--- config.mk ---
export PLATFORM = sky130hd
export DESIGN_NAME = q2e_delay
export DESIGN_NICKNAME = d
export VERILOG_FILES = /design/src/sv/q2e_delay.sv
export SDC_FILE = /design/constraint.sdc
export NUM_CORES = 1
export LEC_CHECK = 0
export BUFFER_PORTS_ARGS = -buffer_cell sky130_fd_sc_hd__clkbuf_2
export CORE_AREA = 10 10 47 49
export CTS_CLUSTER_DIAMETER = 50
export CTS_CLUSTER_SIZE = 10
export DETAILED_ROUTE_END_ITERATION = 7
export DIE_AREA = 0 0 57 59
export GPL_ROUTABILITY_DRIVEN = 0
export SLEW_MARGIN = 25
export SYNTH_ARGS = -nofsm -noshare
export SYNTH_HDL_FRONTEND = slang
export SYNTH_SLANG_ARGS = --single-unit
--- constraint.sdc ---
create_clock -name clk -period 0.8 [get_ports clk]
set_input_delay 0.2 -clock clk [delete_from_list [all_inputs] [get_ports clk]]
set_output_delay 0.2 -clock clk [all_outputs]
set_load 0.005 [all_outputs]
--- src/sv/q2e_delay.sv ---
// ----------------------------------------------------------------------------
// q2e_delay
// Fixed-length register chain that carries side data alongside a pipeline.
// ----------------------------------------------------------------------------
module q2e_delay #(
	parameter int WIDTH = 8,
	parameter int DEPTH = 2
) (
	input  logic             clk,
	input  logic [WIDTH-1:0] din,
	output logic [WIDTH-1:0] dout
);

	logic [WIDTH-1:0] tap_s [DEPTH];

	// shift side data one stage per cycle
	always_ff @(posedge clk) begin
		tap_s[0] <= din;
		for (int i = 1; i < DEPTH; i++) begin
			tap_s[i] <= tap_s[i-1];
		end
	end

	assign dout = tap_s[DEPTH-1];

endmodule

-- Yosys cells after proc, flatten, opt, wreduce, memory -nomap -nowiden
Memory sizes are Yosys's and may differ from the RTL's.
Cells that the tools add are included.
- flip-flop bits (word level): 0
- RAM bits: 16
- input bits: 9
- output and inout bits: 8
- memories: 1
- memories (memory ; depth ; width ; rd ports ; clocked after memory_dff ; wr ports ; RTL line ; source):
    tap_s ; 2 ; 8 ; 2 ; 0 ; 2 ; 14 ; logic [WIDTH-1:0] tap_s [DEPTH];

-- Longest topological paths before layout
Gate-level depths: netlist of run 1.
- depth in word-level cells: 0
- depth in mapped cells: 1

-- Least setup slack after synthesis of run 1
No wires, ideal clock.
- kind: register -> output
- start: memory tap_s[1][0] (netlist: tap_s[0][8])
- end: output port dout[0]
- data arrival time: 0.393 ns
- data required time: 0.600 ns
- setup slack: 0.207 ns
- cell stages (with the launch flop): 2
- path buffers: 1
- path through: dfxtp_1 > buf_4
- RTL lines (what ; RTL line ; source):
    start, declared ; 14 ;
    end, declared ; 11 ; output logic [WIDTH-1:0] dout

==> out/results.txt, run 1 <==
status: finished with violations
failing checks: negative setup slack
comb_multi_in: 0
Lkg Pwr: 0.227 nW
Setup-failing EPs final: 8
Top reg by flops: tap_s
syn nets: 33
CTS tree: built
commonest non-fill, non-tap cells in the layout: dfxtp_1, clkbuf_2, buf_2, dfxtp_2
DIE WIDTH: 57 um
critical-path cell list: buf_6
Finished Cell Area: 480 um2
Crit path buffers/inverters: 1
Worst-path clk slew: 0.09 ns
met3 Use GR: 0.0365
DRC: 0
Skew-Pair Late Insertion Delay: 0.27 ns
Placed Cells: 48
sequential-to-total area share from yosys stat: 0.842
Area Overhead vs Synth: 26.3%
drt initial violations: 1
WS Path Type: reg -> out
GRT overflow: 0
initial antenna violation count: 0
Hold Path Origin: din[1]
post-CTS setup buffers: 0
Rows: 14
met2 usage: 0.0295
global route hottest layer: met3
vias in the first global route: 171
Die Ht: 59 um
Max-cap violations: 0
Final Hold Viols: 0
CP max-delay cell: dfxtp_2
Register Area: 325 um2
First-pass DRT Iterations: 3
hold path depth: 1
Final period util: 1.13
worst-path fanout max: 1
Post-DP Area: 420 um2
Total Routed Length: 514 um
RSZ-0062 raised after global routing: yes
synthesis warning total: 0
Rel. slew slack: 0.942
biggest regs: tap_s (16)
Worst R2R Start: tap_s[0][2]$_DFF_P_
cell family with most CP delay: flip-flops
I/O Buffers: 16
Max Slew Vio Count: 0
cell depth of the worst flop-to-flop path: 0
post-layout total power: 0.00140 W
Die ar.: 3360 um2
area of the multi-input gates: 0 um2
Nets: 46
leading cell type in the layout, fill and taps excluded: dfxtp_1
fill cell count: 142
post-layout min period: 0.906 ns
met1 usage in global routing: 0.0351
fin worst setup slack: -0.106 ns
slowest stage delay, CP: 0.33 ns
Mapped Area: 380 um2
H-tree depth: 1
Tot GR Track Use: 0.0322
WP data arrival: 0.71 ns
total CTS buffers: 3
Worst Setup SP: tap_s[0][14]$_DFF_P_
largest net degree at the start of global routing: 10
global-route wire length before repair: 759 um
Peak Freq: 1100 MHz
cell accounting for the most synthesized area: dfxtp_1
Avg Cell Area, Syn: 15.8 um2
synth unique cells: 2
I/O pin cnt: 17
CP startpoint kind: register
Worst Max-Slew Pin Slew: 0.0863 ns
initial core utilization: 0.271
clock root buffer: clkbuf_4
vias per inst: 2.85
Core Region: 1400 um2
Syn Inst Count: 24
required time of the critical path: 0.60 ns
post-synth top area share: 0.842
# diodes: 0
Layout Utilization: 0.343
Final Skew: 0.00413 ns
CTS max path bufs: 2
critical path depth in cells: 1
DR WL/cell: 9.88 um
max reg flops: 16
dominant cells by area after synthesis: dfxtp_1, buf_4
layout cells sized above 1: 0.667
pre-CTS setup slack: 0.196 ns
via count: 148
worst vdd ir: 1.24 mV
Num Clock Sinks: 16
Crit. End Element: primary output
flops & latches, synth: 16
Layout Cells excl Fill: 52
Antenna Nets Post-Route: 0
hold crit path type: in -> reg
Power Density: 2920 nW/um2
## final timing paths
path                                        endpoint  slack, ns
worst min-delay path             tap_s[0][1]$_DFF_P_       0.02
worst min register to register  tap_s[0][15]$_DFF_P_       0.33
worst max register to register  tap_s[0][10]$_DFF_P_       0.39
worst max-delay path                         dout[6]      -0.11
## metal layers
metal / wire, um / vias to the layer above
li1: - / 87
met1: 284 / 49
met2: 153 / 12
met3: 76 / 0
met4: 0 / 0
met5: 0 / -
## cell usage after synthesis
cell,instances
dfxtp_1,16
buf_4,8
## per-stage QoR
step,hold slack (ns),TNS [ns]
6_report,0.0180,-0.743
5_1_grt,0.00361,-0.991
4_1_cts,0.0137,-0.830
3_5_place_dp,0.304,0
3_3_place_gp,0.303,0
2_1_floorplan,0.228,0
## power by group
group          leakage [nW]  switching [W]  internal (W)  total (W)
clock network        0.0210       0.000224      0.000276   0.000501
registers             0.135     0.00000988      0.000841   0.000850
logic                0.0713      0.0000154     0.0000356  0.0000510
total                 0.227       0.000249       0.00115    0.00140
## cell type report
class                 instances  area share
Timing Repair Buffer         16       0.206
Sequential cell              16       0.677
Clock buffer                  4      0.0755
Tap cell                     16      0.0417
## cell families (layout without fill, tap and decap cells)
| kind of cell | count (synthesis) | count (layout) | synth area share |
|---|---|---|---|
| buffers and inverters | 8 | 20 | 0.158 |
| DFF | 16 | 16 | 0.842 |
## repair_timing
item | in CTS | in global routing
hold buffers | 0 | 0
resized for setup | 0 | 12
cloned | 0 | 0
setup endpoints to repair | 8 | 8
pin swaps | 0 | 0
Note: power is estimated with default switching activity, not from simulation.
==> inputs of run 2 (changes only) <==
--- a/config.mk
+++ b/config.mk
@@ -12,6 +12,7 @@
 export DETAILED_ROUTE_END_ITERATION = 7
 export DIE_AREA = 0 0 57 59
 export GPL_ROUTABILITY_DRIVEN = 0
+export SETUP_SLACK_MARGIN = 0.5
 export SLEW_MARGIN = 25
 export SYNTH_ARGS = -nofsm -noshare
 export SYNTH_HDL_FRONTEND = slang
==> out/results.txt, run 2 (synthesis gave the netlist of run 1 again) <==
status: finished with violations
failing checks: negative setup slack
slowest stage delay, CP: 0.33 ns (about the same)
comb_multi_in: 0 (unchanged)
cell depth of the worst flop-to-flop path: 0 (unchanged)
Crit path buffers/inverters: 1 (unchanged)
Worst-path clk slew: 0.09 ns (about the same)
critical path depth in cells: 1 (unchanged)
DIE WIDTH: 57 um (unchanged)
largest net degree at the start of global routing: 10 (unchanged)
Finished Cell Area: 482 um2 (+0.26%)
Top reg by flops: tap_s
Antenna Nets Post-Route: 0 (unchanged)
r2r setup slk: 0.38 ns (about the same)
Worst Max-Slew Pin Slew: 0.0857 ns (-0.000574 ns)
DRC: 0 (unchanged)
critical-path cell list: buf_6
Lkg Pwr: 0.227 nW (about the same)
Final Skew: 0.00369 ns (-0.000439 ns)
WS Path Type: reg -> out
layout cells sized above 1: 0.694 (+0.0278)
Power Density: 2910 nW/um2 (-0.29%)
Register Area: 327 um2 (+0.38%)
Die ar.: 3360 um2 (unchanged)
drt initial violations: 1 (unchanged)
vias in the first global route: 171 (unchanged)
CP max-delay cell: dfxtp_2
via count: 148 (unchanged)
Post-DP Area: 420 um2 (unchanged)
Num Clock Sinks: 16 (unchanged)
met2 usage: 0.0295 (unchanged)
fin worst setup slack: -0.105 ns (+0.000643 ns)
Rows: 14 (unchanged)
met1 usage in global routing: 0.0351 (unchanged)
Final period util: 1.13 (about the same)
leading cell type in the layout, fill and taps excluded: dfxtp_1
initial antenna violation count: 0 (unchanged)
RSZ-0062 raised after global routing: yes
Critical Path End: dout[6]
CTS max path bufs: 2 (unchanged)
Worst Setup SP: tap_s[0][14]$_DFF_P_
commonest non-fill, non-tap cells in the layout: dfxtp_1, clkbuf_2, dfxtp_2
DR WL/cell: 9.87 um (-0.19%)
hold crit path type: in -> reg
met3 Use GR: 0.0365 (unchanged)
required time of the critical path: 0.60 ns (about the same)
Max-cap violations: 0 (unchanged)
CP startpoint kind: register
I/O pin cnt: 17 (unchanged)
pre-CTS setup slack: 0.196 ns (unchanged)
worst vdd ir: 1.25 mV (about the same)
CTS tree: built
Tot GR Track Use: 0.0322 (unchanged)
clock root buffer: clkbuf_4
Max Slew Vio Count: 0 (unchanged)
max reg flops: 16 (unchanged)
initial core utilization: 0.271 (unchanged)
Core Region: 1400 um2 (unchanged)
Rel. slew slack: 0.943 (about the same)
Nets: 46 (unchanged)
total CTS buffers: 3 (unchanged)
global-route wire length before repair: 759 um (unchanged)
GRT overflow: 0 (unchanged)
# diodes: 0 (unchanged)
cell family with most CP delay: flip-flops
reg2reg end: tap_s[0][10]$_DFF_P_
worst-path fanout max: 1 (unchanged)
H-tree depth: 1 (unchanged)
Final Hold Viols: 0 (unchanged)
vias per inst: 2.85 (unchanged)
Area Overhead vs Synth: 26.6%
First-pass DRT Iterations: 3 (unchanged)
WP data arrival: 0.71 ns (about the same)
Die Ht: 59 um (unchanged)
I/O Buffers: 16 (unchanged)
Worst R2R Start: tap_s[0][2]$_DFF_P_
global route hottest layer: met3
Peak Freq: 1100 MHz (about the same)
post-layout min period: 0.905 ns (-0.000643 ns)
biggest regs: tap_s (16)
Skew-Pair Late Insertion Delay: 0.27 ns (about the same)
area of the multi-input gates: 0 um2 (unchanged)
fill cell count: 141 (-0.70%)
Setup-failing EPs final: 8 (unchanged)
Total Routed Length: 513 um (-0.19%)
Crit. End Element: primary output
## run 2: cell counts in the layout (fill, tap and decap cells not counted)
Identical to the previous run, type by type.
## run 2: per-stage QoR
step	hold slack (ns)	cells	util	setup TNS [ns]	power, W
after floorplan	0.228	24	-	0	0.000896
after global placement	0.303	48	0.300	0	0.000910
final	0.0185	52	0.344	-0.741	0.00140
after detailed placement	0.304	48	0.300	0	0.000911
after CTS	0.0137	52	0.326	-0.830	0.00140
after global routing	0.00342	52	0.344	-0.992	0.00146
## run 2: routing by layer
| metal | vias to the layer above | share of wire |
|---|---|---|
| li1 | 87 | - |
| met1 | 49 | 0.55 |
| met5 | - | 0 |
| met2 | 12 | 0.30 |
| met3 | 0 | 0.15 |
| met4 | 0 | 0 |
## run 2: what timing repair did
item / CTS / global route
endpoints found under the hold margin: 0 / 0
hold buffers: 0 / 0
resized for setup: 0 / 13
endpoints found under the setup margin: 16 / 16
setup buffers: 0 / 0
## run 2: worst min path at each step
stage / start / end / slack, ns / cells past startpoint
floorplan: din[0] / tap_s[0][0]$_DFF_P_ / 0.23 / 0
global placement: din[5] / tap_s[0][5]$_DFF_P_ / 0.30 / 1
detailed placement: din[5] / tap_s[0][5]$_DFF_P_ / 0.30 / 1
CTS: din[1] / tap_s[0][1]$_DFF_P_ / 0.01 / 1
global route: din[3] / tap_s[0][3]$_DFF_P_ / 0.003 / 1
finish: din[1] / tap_s[0][1]$_DFF_P_ / 0.02 / 1
## run 2: final cells by class
cell class            instances  area share
clock buffer                  4      0.0753
tap                          16      0.0416
sequential                   16       0.678
timing repair buffer         16       0.205
## run 2: power breakdown
group	internal, W	switching [W]
clock network	0.000276	0.000223
registers	0.000841	0.00000989
logic	0.0000356	0.0000153
total	0.00115	0.000248
==> inputs of run 3 (changes only) <==
==> constraint.sdc (replaced) <==
create_clock -name clk -period 0.9 [get_ports clk]
set_input_delay 0.225 -clock clk [delete_from_list [all_inputs] [get_ports clk]]
set_output_delay 0.225 -clock clk [all_outputs]
set_load 0.02 [all_outputs]
==> out/results.txt, run 3 (synthesis gave the netlist of run 1 again) <==
status: finished with violations
failing checks: negative setup slack
worst vdd ir: 0.813 mV (-35%)
WS Path Type: reg -> out
vias in the first global route: 177 (+3.5%)
Setup-failing EPs final: 8 (unchanged)
Hold Path Origin: din[4]
Worst Hold Endpoint: tap_s[0][4]$_DFF_P_
WP data arrival: 0.71 ns (about the same)
max reg flops: 16 (unchanged)
Total Routed Length: 493 um (-3.9%)
Die ar.: 3360 um2 (unchanged)
post-layout total power: 0.00119 W (-15%)
comb_multi_in: 0 (unchanged)
CP startpoint kind: register
Layout Utilization: 0.380 (+0.0366)
Skew-Pair Late Insertion Delay: 0.27 ns (about the same)
Rel. slew slack: 0.950 (+0.00671)
I/O pin cnt: 17 (unchanged)
biggest regs: tap_s (16)
Lkg Pwr: 0.241 nW (+6.2%)
Worst R2R Start: tap_s[0][4]$_DFF_P_
Num Clock Sinks: 16 (unchanged)
Area Overhead vs Synth: 40.1%
Power Density: 2230 nW/um2 (-23%)
cell depth of the worst flop-to-flop path: 0 (unchanged)
Max Slew Vio Count: 0 (unchanged)
Rows: 14 (unchanged)
RSZ-0062 raised after global routing: yes
initial antenna violation count: 0 (unchanged)
Tot GR Track Use: 0.0304 (-0.00179)
Register Area: 330 um2 (+1.1%)
Final period util: 1.04
CP max-delay cell: dfxtp_2
largest net degree at the start of global routing: 9 (-1)
hold crit path type: in -> reg
Antenna Nets Post-Route: 0 (unchanged)
reg2reg end: tap_s[0][12]$_DFF_P_
Crit. End Element: primary output
Top reg by flops: tap_s
slowest stage delay, CP: 0.33 ns (about the same)
DR WL/cell: 9.67 um (-2.0%)
worst-path fanout max: 1 (unchanged)
DRC: 0 (unchanged)
Max-cap violations: 0 (unchanged)
clock root buffer: clkbuf_4
Peak Freq: 1070 MHz
fill cell count: 153 (+8.5%)
post-CTS setup buffers: 0 (unchanged)
First-pass DRT Iterations: 2 (-1)
DIE WIDTH: 57 um (unchanged)
Die Ht: 59 um (unchanged)
pre-CTS setup slack: 0.223 ns (+0.0266 ns)
Final Skew: 0.00116 ns (-0.00253 ns)
# diodes: 0 (unchanged)
critical-path cell list: buf_8
critical path depth in cells: 1 (unchanged)
Worst Max-Slew Pin Slew: 0.0757 ns (-0.0101 ns)
layout cells sized above 1: 0.771 (+0.0770)
Final Hold Viols: 0 (unchanged)
global-route wire length before repair: 662 um (-13%)
area of the multi-input gates: 0 um2 (unchanged)
hold path depth: 1 (unchanged)
CTS tree: built
setup tns final: -0.301 ns (+0.439 ns)
post-layout min period: 0.939 ns
vias per inst: 3.00 (+5.4%)
Nets: 46 (unchanged)
Core Region: 1400 um2 (unchanged)
H-tree depth: 1 (unchanged)
Post-DP Area: 420 um2 (unchanged)
I/O Buffers: 16 (unchanged)
via count: 153 (+3.4%)
GRT overflow: 0 (unchanged)
initial core utilization: 0.271 (unchanged)
drt initial violations: 1 (unchanged)
r2r setup slk: 0.50 ns (+0.12 ns)
fin worst setup slack: -0.0385 ns (+0.0667 ns)
total CTS buffers: 3 (unchanged)
Finished Cell Area: 533 um2 (+11%)
commonest non-fill, non-tap cells in the layout: clkbuf_2, buf_8, dfxtp_1, dfxtp_2, clkbuf_4
Crit path buffers/inverters: 1 (unchanged)
required time of the critical path: 0.67 ns (+0.07 ns)
CTS max path bufs: 2 (unchanged)
Worst-path clk slew: 0.08 ns (about the same)
cell family with most CP delay: flip-flops
[run 3: changes by cell type in the layout (fill, tap and decap cells not counted)]
cell	before	now
buf_2	4	0
buf_6	3	0
buf_8	0	8
clkbuf_2	9	8
clkbuf_8	1	0
dfxtp_1	11	8
dfxtp_2	5	8
[run 3: stage by stage]
stage,hold slack (ns),std cells
CTS,0.0372,51
detailed placement,0.312,48
floorplan,0.253,24
finish,0.0521,51
global route,0.0298,51
global placement,0.310,48
[run 3: worst max path at each step]
| stage | startpoint | to |
|---|---|---|
| 3_5_place_dp | tap_s[0][13]$_DFF_P_ | dout[5] |
| 2_1_floorplan | tap_s[0][8]$_DFF_P_ | dout[0] |
| 3_3_place_gp | tap_s[0][10]$_DFF_P_ | dout[2] |
| 4_1_cts | tap_s[0][14]$_DFF_P_ | dout[6] |
| 5_1_grt | tap_s[0][14]$_DFF_P_ | dout[6] |
| 6_report | tap_s[0][9]$_DFF_P_ | dout[1] |
[run 3: timing repair]
action	4_1_cts	5_1_grt
hold endpoints to repair	0	0
hold buffers	0	0
endpoints found under the setup margin	10	15
resized for setup	23	9
[run 3: layer usage]
metal  wire, um  GRT usage  vias up
met5          0          0        -
met4          0     0.0503        0
met3         51     0.0279        0
met2        247     0.0372        9
met1        195     0.0217       57
li1           -          -       87
[run 3: area by class of cell]
class	count	area share
Tap cell	16	0.0376
Timing Repair Buffer	16	0.300
Sequential cell	16	0.620
Clock buffer	3	0.0423
[run 3: where the power goes]
group          internal (W)  leakage, nW  switching [W]
registers          0.000749        0.135      0.0000145
logic             0.0000592       0.0926      0.0000347
clock network      0.000155       0.0138       0.000178
